===== src/rtl/core/dlt698_link_frame_detector_defines.svh =====
// ----------------------------------------------------------------------------
// Link frame detector assertion macros
// Shared helpers for writing concurrent checks on the clk/arst_n domain.
// ----------------------------------------------------------------------------
`ifndef DLT698_LINK_FRAME_DETECTOR_DEFINES_SVH
`define DLT698_LINK_FRAME_DETECTOR_DEFINES_SVH

// Same-cycle implication, disabled during reset.
`define DLT_ASSERT_IMP(label, ante, cons, msg) \
	label: assert property (@(posedge clk) disable iff (!arst_n) (ante) |-> (cons)) \
		else $error(msg);

// Next-cycle implication, disabled during reset.
`define DLT_ASSERT_NEXT(label, ante, cons, msg) \
	label: assert property (@(posedge clk) disable iff (!arst_n) (ante) |=> (cons)) \
		else $error(msg);

`endif


===== src/rtl/core/dlt_pkg.sv =====
// ----------------------------------------------------------------------------
// Link frame detector package
// Widths, byte codes, register indexes, drop codes and the result record.
// ----------------------------------------------------------------------------
package dlt_pkg;

	localparam int MAX_FRAME_BYTES = 2048;
	localparam int BUFFER_SLACK    = 20;
	localparam int POS_W           = $clog2(MAX_FRAME_BYTES);

	localparam logic [POS_W-1:0] LIMIT_CAP = POS_W'(MAX_FRAME_BYTES - BUFFER_SLACK);

	localparam logic [7:0] START_BYTE = 8'h68;
	localparam logic [7:0] END_BYTE   = 8'h16;

	localparam logic [7:0]  TIMEOUT_RESET = 8'd5;
	localparam logic [15:0] LIMIT_RESET   = 16'd2028;
	localparam logic [7:0]  TICKS_MAX     = 8'hff;

	typedef enum logic [0:0] {
		REG_TIMEOUT = 1'b0,
		REG_LIMIT   = 1'b1
	} reg_index_t;

	typedef enum logic [0:0] {
		OP_BYTE = 1'b0,
		OP_TICK = 1'b1
	} op_t;

	typedef enum logic [2:0] {
		DROP_NONE      = 3'd0,
		DROP_TOO_LONG  = 3'd1,
		DROP_BAD_END   = 3'd2,
		DROP_TIMEOUT   = 3'd3,
		DROP_TOO_SHORT = 3'd4
	} drop_t;

	typedef struct packed {
		logic [7:0]       byte_out;
		logic [POS_W-1:0] byte_index;
		logic             byte_kept;
		logic             frame_start;
		logic             frame_complete;
		logic [POS_W-1:0] frame_length;
		drop_t            drop_code;
	} result_t;

endpackage


===== src/rtl/core/dlt698_link_frame_detector.sv =====
// ----------------------------------------------------------------------------
// DL/T 698.45 link frame detector
// Finds link frames in a received byte stream and tags each byte.
// ----------------------------------------------------------------------------
// Input channel (in_valid/in_stall) carries one request per byte or tick:
// op selects a received byte or a one-second tick, data_byte holds the byte.
// Output channel (out_valid/out_stall) returns at most one result per request:
// every byte gives one, a tick gives one only when it times out a frame.
// Requests are taken into an input register; the frame state machine handles
// the registered request and writes the result register in the same cycle.
// A request passes the input register and then the result register before its
// result shows on out_valid. Throughput is one request per cycle while the
// receiver does not stall, as the parser updates its frame state per request.
// When the receiver stalls, the result register holds its payload, the input
// register fills, and in_stall rises only once both are occupied.
// The config port (cfg_we, cfg_index, cfg_data) writes the timeout and the
// length limit; write it only while no request is in flight.
// Reset clears both pipeline registers, sets the timeout to 5 seconds, the
// limit to 2028 and puts the state machine back to hunting for a start byte.
// ----------------------------------------------------------------------------
module dlt698_link_frame_detector (
	input  logic                      clk,
	input  logic                      arst_n,
	input  logic                      in_valid,
	output logic                      in_stall,
	input  logic                      op,
	input  logic [7:0]                data_byte,
	output logic                      out_valid,
	input  logic                      out_stall,
	output logic [7:0]                byte_out,
	output logic [dlt_pkg::POS_W-1:0] byte_index,
	output logic                      byte_kept,
	output logic                      frame_start,
	output logic                      frame_complete,
	output logic [dlt_pkg::POS_W-1:0] frame_length,
	output logic [2:0]                drop_code,
	input  logic                      cfg_we,
	input  logic [0:0]                cfg_index,
	input  logic [15:0]               cfg_data
);

	logic                      valid_s1;
	logic                      op_s1;
	logic [7:0]                data_s1;
	logic                      valid_s2;
	dlt_pkg::result_t          res_s2;

	logic                      advance;
	logic                      res_valid;
	dlt_pkg::result_t          res;
	logic [7:0]                timeout_seconds;
	logic [dlt_pkg::POS_W-1:0] length_limit_eff;

	// The registered request moves on whenever the result register is free or its result is taken.
	assign advance  = valid_s1 && (!valid_s2 || !out_stall);
	assign in_stall = valid_s1 && !advance;

	dlt_cfg_regs u_cfg (
		.clk              (clk),
		.arst_n           (arst_n),
		.cfg_we           (cfg_we),
		.cfg_index        (cfg_index),
		.cfg_data         (cfg_data),
		.timeout_seconds  (timeout_seconds),
		.length_limit_eff (length_limit_eff)
	);

	dlt_parser u_parser (
		.clk              (clk),
		.arst_n           (arst_n),
		.en               (advance),
		.op_s1            (op_s1),
		.data_s1          (data_s1),
		.timeout_seconds  (timeout_seconds),
		.length_limit_eff (length_limit_eff),
		.res_valid        (res_valid),
		.res              (res)
	);

	always_ff @(posedge clk or negedge arst_n) begin
		if (!arst_n) begin
			valid_s1 <= 1'b0;
		end else if (in_valid && !in_stall) begin
			valid_s1 <= 1'b1;
		end else if (advance) begin
			valid_s1 <= 1'b0;
		end
	end

	always_ff @(posedge clk) begin
		if (in_valid && !in_stall) begin
			op_s1   <= op;
			data_s1 <= data_byte;
		end
	end

	always_ff @(posedge clk or negedge arst_n) begin
		if (!arst_n) begin
			valid_s2 <= 1'b0;
		end else if (advance) begin
			valid_s2 <= res_valid;
		end else if (!out_stall) begin
			valid_s2 <= 1'b0;
		end
	end

	always_ff @(posedge clk) begin
		if (advance) begin
			res_s2 <= res;
		end
	end

	assign out_valid      = valid_s2;
	assign byte_out       = res_s2.byte_out;
	assign byte_index     = res_s2.byte_index;
	assign byte_kept      = res_s2.byte_kept;
	assign frame_start    = res_s2.frame_start;
	assign frame_complete = res_s2.frame_complete;
	assign frame_length   = res_s2.frame_length;
	assign drop_code      = 3'(res_s2.drop_code);

endmodule


===== src/rtl/core/dlt_cfg_regs.sv =====
// ----------------------------------------------------------------------------
// Link frame detector configuration registers
// Holds the timeout and length limit and clamps the limit to the buffer size less the slack.
// ----------------------------------------------------------------------------
module dlt_cfg_regs (
	input  logic                     clk,
	input  logic                     arst_n,
	input  logic                     cfg_we,
	input  logic [0:0]               cfg_index,
	input  logic [15:0]              cfg_data,
	output logic [7:0]               timeout_seconds,
	output logic [dlt_pkg::POS_W-1:0] length_limit_eff
);

	logic [7:0]  timeout_q;
	logic [15:0] limit_q;

	always_ff @(posedge clk or negedge arst_n) begin
		if (!arst_n) begin
			timeout_q <= dlt_pkg::TIMEOUT_RESET;
			limit_q   <= dlt_pkg::LIMIT_RESET;
		end else if (cfg_we) begin
			unique case (dlt_pkg::reg_index_t'(cfg_index))
				dlt_pkg::REG_TIMEOUT: timeout_q <= cfg_data[7:0];
				dlt_pkg::REG_LIMIT:   limit_q   <= cfg_data;
				default:              ;
			endcase
		end
	end

	assign timeout_seconds = timeout_q;

	// The frame buffer holds at most the cap, whatever limit is programmed.
	assign length_limit_eff = (limit_q > 16'(dlt_pkg::LIMIT_CAP)) ? dlt_pkg::LIMIT_CAP
		: limit_q[dlt_pkg::POS_W-1:0];

endmodule


===== src/rtl/core/dlt_parser.sv =====
// ----------------------------------------------------------------------------
// Link frame detector parser
// Frame state machine: walks the header, user data, check and end fields of each frame and builds the
// result record for every registered byte or tick.
// ----------------------------------------------------------------------------
`include "dlt698_link_frame_detector_defines.svh"

module dlt_parser (
	input  logic                      clk,
	input  logic                      arst_n,
	input  logic                      en,
	input  logic                      op_s1,
	input  logic [7:0]                data_s1,
	input  logic [7:0]                timeout_seconds,
	input  logic [dlt_pkg::POS_W-1:0] length_limit_eff,
	output logic                      res_valid,
	output dlt_pkg::result_t          res
);

	localparam int POS_W = dlt_pkg::POS_W;

	typedef enum logic [3:0] {
		PH_HUNT   = 4'd0,
		PH_LEN_LO = 4'd1,
		PH_LEN_HI = 4'd2,
		PH_CTRL   = 4'd3,
		PH_AFLAG  = 4'd4,
		PH_SADDR  = 4'd5,
		PH_CADDR  = 4'd6,
		PH_HCS_A  = 4'd7,
		PH_HCS_B  = 4'd8,
		PH_UDATA  = 4'd9,
		PH_FCS_A  = 4'd10,
		PH_FCS_B  = 4'd11,
		PH_ENDB   = 4'd12
	} phase_t;

	phase_t           phase_q, phase_d;
	logic [POS_W-1:0] pos_q, pos_d;
	logic [POS_W-1:0] len_q, len_d;
	logic [4:0]       addr_end_q, addr_end_d;
	logic [7:0]       ticks_q, ticks_d;

	logic [15:0]      len_full;
	logic [4:0]       addr_end_new;
	logic             kept;
	logic             done;
	logic             hunt_next;
	dlt_pkg::drop_t   drop;

	assign len_full     = {data_s1, len_q[7:0]};
	assign addr_end_new = pos_q[4:0] + 5'd1 + {1'b0, data_s1[3:0]};

	always_comb begin
		phase_d    = phase_q;
		pos_d      = pos_q;
		len_d      = len_q;
		addr_end_d = addr_end_q;
		ticks_d    = ticks_q;
		kept       = 1'b1;
		done       = 1'b0;
		hunt_next  = 1'b0;
		drop       = dlt_pkg::DROP_NONE;
		res_valid  = 1'b1;
		res        = '0;
		res.byte_out   = data_s1;
		res.byte_index = pos_q;

		if (op_s1 == dlt_pkg::OP_TICK) begin
			// Ticks only matter while a frame is open.
			kept = 1'b0;
			res.byte_out = '0;
			if (phase_q == PH_HUNT) begin
				res_valid = 1'b0;
			end else begin
				if (ticks_q != dlt_pkg::TICKS_MAX) begin
					ticks_d = ticks_q + 8'd1;
				end
				if (ticks_d > timeout_seconds) begin
					drop = dlt_pkg::DROP_TIMEOUT;
				end else begin
					res_valid = 1'b0;
				end
			end
		end else begin
			unique case (phase_q)
				PH_HUNT: begin
					res.byte_index = '0;
					if (data_s1 == dlt_pkg::START_BYTE) begin
						res.frame_start = 1'b1;
						pos_d   = '0;
						len_d   = '0;
						ticks_d = '0;
						phase_d = PH_LEN_LO;
					end else begin
						kept = 1'b0;
					end
				end
				PH_LEN_LO: begin
					len_d   = POS_W'(data_s1);
					phase_d = PH_LEN_HI;
				end
				PH_LEN_HI: begin
					// Only a length within the limit is stored, so it fits the position width.
					len_d = len_full[POS_W-1:0];
					if (len_full > 16'(length_limit_eff)) begin
						drop = dlt_pkg::DROP_TOO_LONG;
					end else begin
						phase_d = PH_CTRL;
					end
				end
				PH_CTRL: phase_d = PH_AFLAG;
				PH_AFLAG: begin
					addr_end_d = addr_end_new;
					if (len_q < POS_W'(addr_end_new) + POS_W'(6)) begin
						drop = dlt_pkg::DROP_TOO_SHORT;
					end else begin
						phase_d = PH_SADDR;
					end
				end
				PH_SADDR: begin
					if (pos_q == POS_W'(addr_end_q)) begin
						phase_d = PH_CADDR;
					end
				end
				PH_CADDR: phase_d = PH_HCS_A;
				PH_HCS_A: phase_d = PH_HCS_B;
				PH_HCS_B: phase_d = PH_UDATA;
				PH_UDATA: begin
					if (pos_q >= len_q - POS_W'(2)) begin
						phase_d = PH_FCS_A;
					end
				end
				PH_FCS_A: phase_d = PH_FCS_B;
				PH_FCS_B: phase_d = PH_ENDB;
				PH_ENDB: begin
					if (data_s1 == dlt_pkg::END_BYTE) begin
						done = 1'b1;
						res.frame_length = len_q + POS_W'(2);
					end else begin
						drop = dlt_pkg::DROP_BAD_END;
					end
				end
				default: begin
					hunt_next      = 1'b1;
					kept           = 1'b0;
					res.byte_index = '0;
				end
			endcase
		end

		if (drop != dlt_pkg::DROP_NONE) begin
			kept      = 1'b0;
			hunt_next = 1'b1;
		end else if (done) begin
			hunt_next = 1'b1;
		end else if (kept) begin
			pos_d = pos_q + POS_W'(1);
		end

		if (hunt_next) begin
			phase_d = PH_HUNT;
			pos_d   = '0;
			len_d   = '0;
		end

		res.byte_kept      = kept;
		res.frame_complete = done;
		res.drop_code      = drop;
	end

	always_ff @(posedge clk or negedge arst_n) begin
		if (!arst_n) begin
			phase_q    <= PH_HUNT;
			pos_q      <= '0;
			len_q      <= '0;
			addr_end_q <= '0;
			ticks_q    <= '0;
		end else if (en) begin
			phase_q    <= phase_d;
			pos_q      <= pos_d;
			len_q      <= len_d;
			addr_end_q <= addr_end_d;
			ticks_q    <= ticks_d;
		end
	end

	`DLT_ASSERT_IMP(a_complete_clean, en && res_valid && res.frame_complete,
		res.byte_kept && res.drop_code == dlt_pkg::DROP_NONE,
		"completed frame reported with a drop or unkept byte")
	`DLT_ASSERT_IMP(a_hunt_tick_silent, en && op_s1 == dlt_pkg::OP_TICK && phase_q == PH_HUNT,
		!res_valid, "tick while hunting produced a result")
	`DLT_ASSERT_NEXT(a_start_enters_len, en && res_valid && res.frame_start,
		phase_q == PH_LEN_LO && pos_q == POS_W'(1), "frame start did not open a frame")
	`DLT_ASSERT_NEXT(a_drop_hunts, en && res_valid && res.drop_code != dlt_pkg::DROP_NONE,
		phase_q == PH_HUNT && pos_q == '0, "dropped frame did not return to hunting")

endmodule


===== config.mk =====
export PLATFORM = sky130hd
export DESIGN_NAME = dlt698_link_frame_detector
export DESIGN_NICKNAME = d
export VERILOG_FILES = /design/src/rtl/core/dlt_pkg.sv /design/src/rtl/core/dlt698_link_frame_detector.sv /design/src/rtl/core/dlt_cfg_regs.sv /design/src/rtl/core/dlt_parser.sv
export VERILOG_INCLUDE_DIRS = /design/src /design/src/rtl/core
export SDC_FILE = /design/constraint.sdc
export NUM_CORES = 1
export LEC_CHECK = 0
export BUFFER_PORTS_ARGS = -buffer_cell sky130_fd_sc_hd__buf_2
export CAP_MARGIN = 20
export CORE_MARGIN = 2
export CORE_UTILIZATION = 35
export DETAILED_ROUTE_END_ITERATION = 10
export SYNTH_ARGS = -nofsm -noshare
export SYNTH_HDL_FRONTEND = slang
export SYNTH_SLANG_ARGS = --single-unit

===== constraint.sdc =====
create_clock -name clk -period 5.3 [get_ports clk]
set_clock_uncertainty 0.05 [all_clocks]
set_input_delay 1.06 -clock clk [delete_from_list [all_inputs] [get_ports clk]]
set_output_delay 1.06 -clock clk [all_outputs]
set_load 0.02 [all_outputs]

# After elaboration in Yosys (flattened, before gate mapping)
# Cells that the tools add are included.
totals:
  ff_bits: 110
  out_inout_bits: 38
op_classes:
  n_lt_le_gt_ge: 5
  reduce_logical: 27
  addsub: 7
  n_eq_ne: 25
  n_bitwise: 5
  muxes: 53
op_table:
  columns: ["operator", "count"]
  rows:
  - ["$mux W11", 13]
  - ["$mux W8", 7]
  - ["$pmux W4 S12", 1]
  - ["$pmux W11 S3", 1]
  - ["$mux W4", 7]
  - ["$eq A4 B4 Y1 const B", 5]
  - ["$mux W1", 17]
  - ["$eq A4 B3 Y1 const B", 4]
  - ["$gt A16 B11 Y1", 1]
  - ["$gt A16 B11 Y1 const B", 1]
  - ["$reduce_bool A13 Y1", 1]
  - ["$reduce_or A13 Y1", 1]
  - ["$reduce_or A12 Y1", 1]
  - ["$add A11 B1 Y11 const B", 1]
  - ["$add A11 B2 Y11 const B", 1]
  - ["$eq A11 B5 Y1", 1]
  - ["$ge A11 B11 Y1", 1]
  - ["$lt A11 B11 Y1", 1]
  - ["$sub A11 B2 Y11 const B", 1]
  - ["$ne A3 B2 Y1 const B", 3]
  - ["$pmux W3 S3", 1]
  - ["$add A8 B1 Y8 const B", 1]
  - ["$eq A4 B2 Y1 const B", 2]
  - ["$eq A8 B5 Y1 const B", 1]
  - ["other kinds (28)", 48]

# Depth between registers and ports, before layout
# Gate-level depths: netlist of the first run.
depth:
  word_depth: 12
  mapped_depth: 18
  mapped_depth_nobuf: 16

# Hierarchy
# From an unflattened synthesis of the first run, not the netlist that was laid out.
unflattened:
  hier_cells: 594
  area_unflattened_um2: 6392.4
by_module_without_submodules:
  columns: ["mod", "instances", "seq_area_each_um2", "cells_each", "area_per_inst_um2"]
  rows:
  - ["dlt_parser", 1, 975.9, 470, 3912.5]
  - ["dlt698_link_frame_detector", 1, 1401.3, 53, 1445.1]
  - ["dlt_cfg_regs", 1, 613.1, 71, 1034.7]

# Least setup slack after synthesis of the first run
# Ideal clock, no wire load.
synth_timing:
  path_kind: "reg-to-reg"
  from: "register data_s1[0]"
  to: "register u_parser.pos_q[10]"
  period_less_slack_ps: 3879
  path_slack_ps: 1421
  t_required_ps: 5181
  t_arrival_ps: 3760
  path_stages_with_launch: 17
  path_cell_list: "edfxtp_1 > inv_1 > ha_1 > fa_1 > inv_1 > a21o_1 > a21oi_1 > xnor2_1 > xor2_1 > ha_1 > nand2_1 > a211oi_1 > and4bb_2 > or4_1 > nor3_4 > or4b_1 > nand3_1"
synth_rtl:
  columns: ["element", "line_no", "text"]
  rows:
  - ["from (decl)", "dlt698_link_frame_detector.sv:44", "logic [7:0] data_s1;"]
  - ["from (signal assigned)", "dlt698_link_frame_detector.sv:93", "data_s1 <= data_byte;"]
  - ["to (signal assigned)", "dlt_parser.sv:181", "pos_q <= pos_d;"]
  - ["to (decl)", "dlt_parser.sv:39", "logic [POS_W-1:0] pos_q, pos_d;"]

==> results of run 1 <==
==> registers in the layout (all words and copies together) (netlist names) <==
name,count
byte_index,11
frame_length,11
op_s1,1
frame_complete,1
u_parser.phase_q,4
data_s1,8
u_parser.addr_end_q,5
byte_out,8
out_valid,1
frame_start,1
u_cfg.limit_q,16
drop_code,3
u_cfg.timeout_seconds,8
u_parser.pos_q,11
valid_s1,1
u_parser.ticks_q,8
u_parser.len_q,11
byte_kept,1
==> stage by stage <==
| step | std cells | cell area, um2 | hold slack (ns) |
|---|---|---|---|
| floorplan | 616 | 6462 | 0.4149 |
| global placement | 899 | 7048 | 0.4329 |
| detailed placement | 899 | 7048 | 0.4444 |
| CTS | 915 | 7352 | 0.4555 |
| global route | 916 | 7357 | 0.4748 |
| finish | 916 | 7357 | 0.4537 |
==> how the worst max path moves through the flow <==
stage | startpoint | endpoint | slack (ns) | cells past startpoint
after CTS | data_s1[0] | u_parser.phase_q[3] | 0.53 | 16
after global routing | data_s1[0] | u_parser.phase_q[2] | 0.21 | 16
after floorplan | data_s1[0] | u_parser.pos_q[10] | 1.42 | 16
final | data_s1[0] | u_parser.phase_q[3] | 0.49 | 16
after detailed placement | data_s1[0] | u_parser.phase_q[3] | 0.57 | 16
after global placement | data_s1[0] | u_parser.phase_q[3] | 0.73 | 16
==> cell families after synthesis <==
group | after synthesis | share of synthesized area [%]
flops | 110 | 46.27
xor+xnor | 30 | 4.066
compound gates | 103 | 11.31
mux | 36 | 6.060
simple gates | 231 | 18.97
buf+inv | 56 | 3.524
fa+ha+maj | 50 | 9.797
==> cells in the final DEF, fill, tap and decap left out, types with 10 or more instances in the layout <==
| master | count |
|---|---|
| dfstp_2 | 10 |
| buf_2 | 69 |
| dfrtp_1 | 55 |
| nand4_1 | 20 |
| o211ai_1 | 11 |
| o21ai_0 | 23 |
| a21oi_1 | 18 |
| nor2_1 | 55 |
| ha_1 | 49 |
| nand3_1 | 29 |
| edfxtp_1 | 45 |
| inv_1 | 36 |
| nor3_1 | 13 |
| mux2_2 | 25 |
| nor2b_1 | 19 |
| nand2_1 | 42 |
| xnor2_1 | 21 |
| mux2i_1 | 11 |
==> layout make-up <==
cell class,instances,share of cell area (%)
Multi-Input combinational cell,450,44.18
Sequential cell,110,40.65
Timing Repair Buffer,75,5.306
Tap cell,229,3.895
Clock buffer,10,3.112
Inverter,36,1.837
Clock inverter,6,1.020
==> worst min-delay path, cell delays in order (launching register included) <==
cell and delay [ns]:
dfrtp_1 0.37, nand2_1 0.05, nand2_1 0.05
==> power by group through the flow <==
stage / clock network [mW] / registers [mW] / logic [mW]
4_1_cts: 0.729 / 1.36 / 1.78
2_1_floorplan: 0 / 1.30 / 1.37
3_5_place_dp: 0 / 1.38 / 1.77
3_3_place_gp: 0 / 1.37 / 1.71
6_report: 0.706 / 1.36 / 1.77
5_1_grt: 0.760 / 1.39 / 2.00
==> routing by layer <==
layer	share of wire, %	GRT usage [%]
met1	43	21.02
met2	49	27.16
met3	5.0	3.063
met4	3.3	7.737
met5	0	0
==> flow_summary.yaml, run 1 <==
cts:
  postCtsResizedCells: 0
  post_cts_buffers: 0
  cts_buffers: 9
  cts_root_buf: "clkbuf_16"
  cts_sinks: 110
  cts_htree_levels: 3
  clk_latency_ns: 0.36
  clk_pin_slew_ns: 0.08
  cts_tree: "built"
  cts_buffer_depth: 2
  holdBufCountCts: 0
flow_run:
  maxCapViolCount: 0
synth:
  syn_inst: 616
  ys_seq_area_share_pct: 46.27
  syn_avg_cell_area_um2: 10.49
  syn_nets: 697
  synth_edf_count: 45
  ys_types: 63
  ys_ff_latch: 110
  syn_area_mm2: 0.006462
  synth_area_leaders: "dfrtp_1 (21%), edfxtp_1 (21%), ha_1 (9.5%)"
  synthTopCellsByCount: "dfrtp_1 (55), nor2_1 (55), ha_1 (49)"
  ys_warn_count: 0
  yosysTopAreaCell: "dfrtp_1"
  synth_top_flop_cell: "dfrtp_1"
  synthArstFlopShare_pct: 59.09
  synth.top_cell.area_share_pct: 21.30
critical_path:
  crit_fanout: 24
  slowest_delay_ns: 0.68
  crit_arrival_ns: 5.01
  slowest_stage: "nor3_4"
  crit_chain: "inv_1 -> ha_1 -> fa_1 -> inv_1 -> a21o_1 -> a21oi_1 -> xnor2_1 -> xor2_1 -> ha_1 -> nand2_1 -> a211oi_1 -> and4bb_2 -> or3_1 -> nor3_4 -> a21oi_1 -> mux2_2"
  crit_family: "simple AND/OR/NAND/NOR gates"
  r2r_end: "u_parser.phase_q[3]"
  crit_type: "reg2reg"
  end_kind: "flip-flop"
  startpoint_type: "flip-flop"
  ff2ff_setup_slack_ns: 0.49
  critPathBufInv: 2
  r2r_cells: 16
  r2r-start: "data_s1[0]"
  required_ns: 5.50
placed_design:
  gp_congestion: 0.8618
  io_buffer_count: 68
  place_ws_ns: 0.5680
  dp_hpwl_mm: 11.83
power:
  p_int_mw: 2.231
  max-vdd-ir-drop_v: 0.0002323
  p_total_mw: 3.844
  cellPowerDensity_mw_per_mm2: 522.5
  clkPwrFrac_pct: 18.4
  pwr-share-comb_pct: 46.2
  power.switching_mw: 1.612
  p_sw_share_pct: 41.95
  leakage_nw: 3.120
  pwr-share-seq_pct: 35.5
detailed_routing:
  drt_iter0_drc: 242
  vias: 4973
  drtAntennaViolNets: 0
  wl_per_cell_um: 17.10
  dr.pass1.iters: 5
  wirelength_mm: 15.67
  avgViaCountPerCell: 5.429
  drc: 0
sta:
  drv_slew: 0
  setup-violations-final: 0
  rsz0062_at_grt: "no"
  slew-limit-headroom_pct: 43.12
  fin_crit_sh_pct: 90.79
  worst_pin_slew_ns: 0.8532
  setup_tns_ns: 0
  fmax_mhz: 207.8
  hold_violations: 0
  min_period_ns: 4.812
  timing.final.ws_setup_ns: 0.4882
cells_and_area:
  syn2layout_area_growth_pct: 13.84
  drive_gt1_share_pct: 20.52
  final_util_pct: 40.82
  antenna_cells: 0
  nNetsFinal: 763
  register_area_mm2: 0.002990
  nFillCells: 1809
  multi_input_area_mm2: 0.003251
worst_hold_path:
  hold_end: "out_valid"
  min_path_type: "reg2reg"
  hp-start: "valid_s1"
  holdPathStages: 2
global_route:
  antenna_found_initial: 0
  gr-total-overflow: 0
  grt_pass1_wl_mm: 25.58
  grt_pass1_vias: 4938
  grt_use_total_pct: 16.49
  grt_max_degree: 66
floorplan:
  row_count: 49
  dieArea_mm2: 0.01957
  dieWidth_um: 139.9
  start_util_pct: 35.85
  fp.dieH_um: 139.9
  ios: 69
  coreArea_mm2: 0.01802
run_status:
  run_status: "finished clean"
Power figures use the tool's default switching activity.
==> inputs of run 2 (changes only) <==
--- a/config.mk
+++ b/config.mk
@@ -13,4 +13,5 @@
 export DETAILED_ROUTE_END_ITERATION = 10
 export SYNTH_ARGS = -nofsm -noshare
 export SYNTH_HDL_FRONTEND = slang
+export SYNTH_HIERARCHICAL = 1
 export SYNTH_SLANG_ARGS = --single-unit
==> flow_summary.yaml, run 2 <==
power:
  power.switching_mw: 1.134
  cellPowerDensity_mw_per_mm2: 414.0
  leakage_nw: 3.150
  p_int_mw: 1.847
  max-vdd-ir-drop_v: 0.0002216
  p_sw_share_pct: 38.05
  clkPwrFrac_pct: 21.6
  pwr-share-seq_pct: 41.4
  pwr-share-comb_pct: 37.0
cts:
  cts_htree_levels: 3
  holdBufCountCts: 0
  cts_tree: "built"
  cts_sinks: 110
  cts_buffer_depth: 2
  post_cts_buffers: 0
  clk_latency_ns: 0.36
  clk_pin_slew_ns: 0.07
  cts_buffers: 9
  cts_root_buf: "clkbuf_16"
  postCtsResizedCells: 0
sta:
  setup_tns_ns: 0
  fmax_mhz: 232.5
  drv_slew: 0
  hold_violations: 0
  min_period_ns: 4.301
  worst_pin_slew_ns: 0.9592
  rsz0062_at_grt: "no"
  fin_crit_sh_pct: 81.15
  setup-violations-final: 0
  slew-limit-headroom_pct: 35.89
synth:
  synthTopCellsByCount: "dfrtp_1 (55), edfxtp_1 (45), ha_1 (44)"
  synth_area_leaders: "dfrtp_1 (22%), edfxtp_1 (21%), ha_1 (8.6%)"
  synth_top_flop_cell: "dfrtp_1"
  yosysMostFrequentCell: "dfrtp_1"
  synthArstFlopShare_pct: 59.09
  ys_ff_latch: 110
  synth.top_cell.area_share_pct: 21.53
  ys_types: 68
  syn_nets: 670
  yosysTopAreaCell: "dfrtp_1"
  syn_avg_cell_area_um2: 10.76
  synth_edf_count: 45
  syn_area_mm2: 0.006392
  ys_seq_area_share_pct: 46.78
  syn_inst: 594
  ys_warn_count: 6
detailed_routing:
  wirelength_mm: 14.78
  wl_per_cell_um: 16.72
  dr.pass1.iters: 5
  drt_iter0_drc: 291
  avgViaCountPerCell: 5.394
  drtAntennaViolNets: 0
  vias: 4768
  drc: 0
floorplan:
  start_util_pct: 35.59
  coreArea_mm2: 0.01796
  dieArea_mm2: 0.01936
  row_count: 49
  dieWidth_um: 139.1
  fp.dieH_um: 139.1
  ios: 69
critical_path:
  required_ns: 5.49
  crit_type: "reg2reg"
  r2r_cells: 16
  startpoint_type: "flip-flop"
  crit_fanout: 6
  ff2ff_setup_slack_ns: 1.0
  crit_arrival_ns: 4.49
  end_kind: "flip-flop"
cells_and_area:
  drive_gt1_share_pct: 23.05
  nFillCells: 1777
  syn2layout_area_growth_pct: 12.64
  multi_input_area_mm2: 0.003157
  regMostFlops: "u_cfg/limit_q"
  final_common_cell: "buf_2"
  final_cells: 884
  antenna_cells: 0
  register_area_mm2: 0.002990
  largest_reg_flops: 16
  mostFrequentLayoutCells: "buf_2 (68), dfrtp_1 (55), edfxtp_1 (45)"
  nNetsFinal: 726
placed_design:
  gp_congestion: 0.8721
  io_buffer_count: 68
  dp_hpwl_mm: 10.95
  placed_cells: 868
global_route:
  antenna_found_initial: 0
  grt_max_degree: 66
  grt_pass1_vias: 4839
  grt_use_total_pct: 15.63
  gr-total-overflow: 0
  grt_pass1_wl_mm: 24.27
worst_hold_path:
  min_path_type: "reg2reg"
  holdPathStages: 2
flow_run:
  maxCapViolCount: 0
run_status:
  run_status: "finished clean"
[run 2: power by group through the flow]
stage | clock (mW) | combinational (mW) | sequential, mW
finish | 0.643 | 1.10 | 1.23
global route | 0.699 | 1.23 | 1.26
CTS | 0.664 | 1.09 | 1.24
detailed placement | 0 | 1.09 | 1.25
global placement | 0 | 1.03 | 1.25
floorplan | 0 | 0.854 | 1.20
[run 2: worst paths after layout]
kind                                          end                    from
min in group asynchronous     u_parser/ticks_q[7]                  arst_n
max reg2reg                   u_parser/phase_q[1]       u_parser/pos_q[0]
max in group asynchronous  u_parser/addr_end_q[4]                  arst_n
min                        u_parser/addr_end_q[0]  u_parser/addr_end_q[0]
min reg2reg                u_parser/addr_end_q[0]  u_parser/addr_end_q[0]
max                           u_parser/phase_q[1]       u_parser/pos_q[0]
[run 2: through the flow]
stage | util, % | area (um2) | power [mW] | hold slack, ns | worst slack [ns]
2_1_floorplan | - | 6392 | 2.053 | 0.4202 | 0.03783
3_3_place_gp | 38.57 | 6928 | 2.281 | 0.4382 | 1.361
3_5_place_dp | 38.57 | 6928 | 2.338 | 0.4437 | 1.120
4_1_cts | 40.09 | 7201 | 2.993 | 0.4590 | 1.096
5_1_grt | 40.09 | 7201 | 3.188 | 0.4783 | 0.7968
6_report | 40.09 | 7201 | 2.981 | 0.4616 | 0.9991
[run 2: area by class of cell]
type	instances	area share (%)
flip-flops and latches	110	41.53
repair buffers	71	5.039
clock inverters	6	0.6082
multi-input cells	423	43.84
inverters	35	1.824
well taps	229	3.979
clock buffers	10	3.180
[run 2: logic make-up after synthesis]
| group | Yosys count | share of synthesized area [%] |
|---|---|---|
| buffers and inverters | 61 | 4.012 |
| multiplexers | 29 | 5.109 |
| AND/OR/NAND/NOR | 208 | 18.38 |
| adder cells (fa/ha/maj) | 45 | 8.925 |
| flip-flops | 110 | 46.78 |
| AO/OA/AOI/OAI | 111 | 12.68 |
| XOR/XNOR | 30 | 4.110 |
[run 2: worst max-delay path, cell delays in order, from the launching register on]
cell,delay (ns)
dfrtp_1,0.42
inv_1,0.19
ha_1,0.19
inv_1,0.07
fa_1,0.41
a21o_1,0.19
a21oi_1,0.24
xnor2_1,0.17
xor2_1,0.20
ha_1,0.31
nand2_1,0.06
a211oi_1,0.41
or4_1,0.19
nand4_1,0.09
a31oi_1,0.46
a211oi_1,0.16
or3b_1,0.38
[run 2: per-layer routing]
metal / wire length (um) / up-vias / track usage [%]
met5: 0 / - / 0
met3: 707 / 19 / 3.419
met4: 216 / 0 / 4.678
met2: 7183 / 132 / 26.86
met1: 6673 / 2332 / 19.78
li1: - / 2285 / -
==> inputs of run 3 (changes only) <==
--- a/config.mk
+++ b/config.mk
@@ -6,6 +6,7 @@
 export SDC_FILE = /design/constraint.sdc
 export NUM_CORES = 1
 export LEC_CHECK = 0
+export ABC_AREA = 1
 export BUFFER_PORTS_ARGS = -buffer_cell sky130_fd_sc_hd__buf_2
 export CAP_MARGIN = 20
 export CORE_MARGIN = 2
==> constraint.sdc (replaced) <==
create_clock -name clk -period 4.1 [get_ports clk]
set_clock_uncertainty 0.05 [all_clocks]
set_input_delay 0.82 -clock clk [delete_from_list [all_inputs] [get_ports clk]]
set_output_delay 0.82 -clock clk [all_outputs]
set_load 0.02 [all_outputs]
==> flow_summary.yaml, run 3 <==
run_status:
  run_status: "finished clean"
cts:
  cts_buffers: 9
  cts_root_buf: "clkbuf_16"
  cts_buffer_depth: 2
  cts_tree: "built"
  cts_htree_levels: 3
  clk_pin_slew_ns: 0.08
  cts_sinks: 110
  clk_latency_ns: 0.36
flow_run:
  maxCapViolCount: 0
critical_path:
  crit_arrival_ns: 3.96
  required_ns: 4.35
  r2r_cells: 23
  crit_type: "reg2reg"
  startpoint_type: "flip-flop"
  ff2ff_setup_slack_ns: 0.39
  r2r-start: "data_s1[0]"
  end_kind: "flip-flop"
  r2r_end: "u_parser/len_q[10]"
  crit_fanout: 11
sta:
  slew-limit-headroom_pct: 54.84
  fin_crit_sh_pct: 90.57
  hold_violations: 0
  rsz0062_at_grt: "no"
  min_period_ns: 3.713
  drv_slew: 0
  setup-violations-final: 0
  worst_pin_slew_ns: 0.6774
  fmax_mhz: 269.3
  setup_tns_ns: 0
cells_and_area:
  final_cells: 1243
  syn2layout_area_growth_pct: 13.98
  final_common_cell: "nand2_1"
  largest_reg_flops: 16
  antenna_cells: 0
  mostFrequentLayoutCells: "nand2_1 (265), inv_1 (139), buf_2 (68)"
  drive_gt1_share_pct: 14.93
  final_util_pct: 40.85
  regMostFlops: "u_cfg/limit_q"
  nNetsFinal: 1049
  final_cell_area_mm2: 0.007976
placed_design:
  io_buffer_count: 68
  dp_hpwl_mm: 12.79
  gp_congestion: 0.8735
  placed_area_mm2: 0.007655
  placed_cells: 1227
floorplan:
  dieWidth_um: 145.4
  start_util_pct: 35.84
  dieArea_mm2: 0.02114
  row_count: 51
  fp.dieH_um: 145.4
  ios: 69
  coreArea_mm2: 0.01953
detailed_routing:
  drt_iter0_drc: 463
  wl_per_cell_um: 13.73
  met2_length_mm: 7.752
  highest-signal-layer: "met4"
  wirelength_mm: 17.06
  vias: 5917
  drc: 0
  drtAntennaViolNets: 0
  dr_wl_met3_um: 816
  avgViaCountPerCell: 4.760
  wl_met1_mm: 8.293
  dr.pass1.iters: 5
power:
  leakage_nw: 4.116
  power.switching_mw: 2.062
  cellPowerDensity_mw_per_mm2: 588.8
  max-vdd-ir-drop_v: 0.0003238
  pwr-share-seq_pct: 35.1
  p_int_mw: 2.634
  p_sw_share_pct: 43.91
  pwr-share-comb_pct: 46.1
  clkPwrFrac_pct: 18.8
synth:
  yosysTopAreaCell: "dfrtp_1"
  yosysMostFrequentCell: "nand2_1"
  syn_inst: 904
  ys_ff_latch: 110
  syn_area_mm2: 0.006998
  ys_seq_area_share_pct: 42.73
  synthTopCellsByCount: "nand2_1 (265), inv_1 (139), nand3_1 (67)"
  syn_nets: 980
  syn_avg_cell_area_um2: 7.741
  synthArstFlopShare_pct: 59.09
  ys_types: 44
  synth_area_leaders: "dfrtp_1 (20%), edfxtp_1 (19%), nand2_1 (14%)"
  synth_edf_count: 45
  synth.top_cell.area_share_pct: 19.67
  synth_top_flop_cell: "dfrtp_1"
  ys_warn_count: 6
global_route:
  grt_use_total_pct: 16.82
  antenna_found_initial: 0
  grt_pass1_wl_mm: 28.65
  grt_max_degree: 41
  grt_pass1_vias: 5649
  gr-total-overflow: 0
worst_hold_path:
  min_path_type: "in2async"
run 3: cell count changes in the layout (fill, tap and decap cells not counted), sizes merged, moves of 11 or more:
cell / change
nand2: +241
inv: +108
nand3: +49
o21ai: +34
nor2: +28
mux2: -24
a22o: -21
nor2b: -21
xnor2: -21
a21oi: +12
xor2: +12
and3: -11
run 3: metrics by stage:
step	setup WS [ns]	total power [mW]	hold slack [ns]
floorplan	0.7644	3.250	0.4030
global placement	0.4906	3.792	0.4189
detailed placement	0.3689	3.815	0.4242
CTS	0.3479	4.724	0.4438
global route	0.05422	5.128	0.4774
finish	0.3868	4.697	0.4382
run 3: worst max-delay path by stage:
stage | cells past startpoint | from | endpoint
detailed placement | 23 | data_s1[0] | u_parser/len_q[6]
CTS | 23 | data_s1[0] | u_parser/len_q[3]
floorplan | 6 | out_stall | u_parser/ticks_q[0]
global placement | 23 | data_s1[0] | u_parser/len_q[3]
finish | 23 | data_s1[0] | u_parser/len_q[10]
global route | 23 | data_s1[0] | u_parser/pos_q[7]
run 3: kinds of logic (layout without fill, tap and decap cells):
family | Yosys count | count (layout) | share of synthesized area, %
adder cells (fa/ha/maj) | 45 | 45 | 8.153
multiplexers | 5 | 5 | 0.8045
XOR/XNOR | 21 | 21 | 2.628
buffers and inverters | 167 | 241 | 9.530
AND/OR/NAND/NOR | 455 | 455 | 28.54
AO/OA/AOI/OAI | 101 | 101 | 7.617
flip-flops | 110 | 110 | 42.73
run 3: power groups by stage:
stage,logic (mW),registers (mW),clock network (mW)
2_1_floorplan,1.56,1.69,0
3_3_place_gp,2.12,1.67,0
3_5_place_dp,2.15,1.67,0
4_1_cts,2.16,1.65,0.919
5_1_grt,2.50,1.68,0.947
6_report,2.17,1.65,0.883
run 3: area by class of cell:
type | instances | area, um2
Fill cell | 2054 | 11550
Clock inverter | 6 | 62.56
Sequential cell | 110 | 2990
Multi-Input combinational cell | 627 | 3372
Clock buffer | 10 | 239.0
Timing Repair Buffer | 81 | 437.9
Inverter | 144 | 543.0
Tap cell | 265 | 331.6
run 3: worst max-delay path, cell delays in order (launching register included):
cell      delay [ns]
edfxtp_1        0.47
inv_1           0.18
ha_1            0.16
inv_1           0.05
fa_1            0.43
xor2_2          0.22
inv_1           0.06
ha_1            0.28
ha_1            0.30
nand2_1         0.05
inv_1           0.04
nand2_1         0.05
nand2_1         0.05
nand2_1         0.05
nand2_1         0.05
nand2_1         0.04
nand2_1         0.13
nor2_4          0.06
nor2_4          0.13
buf_4           0.21
nand4_1         0.24
nand3_1         0.21
nand2_1         0.08
nand2_1         0.07
run 3: what timing repair did:
action,CTS,global route
setup endpoints to repair,0,25
hold buffers,0,0
setup buffers,0,0
resized for setup,0,3
run 3: per-layer routing:
layer  vias up  global-route usage (%)
met1      2707                   23.81
met2       156                   27.04
met3        11                   2.571
met5         -                       0
li1       3043                       -
met4         0                   4.412
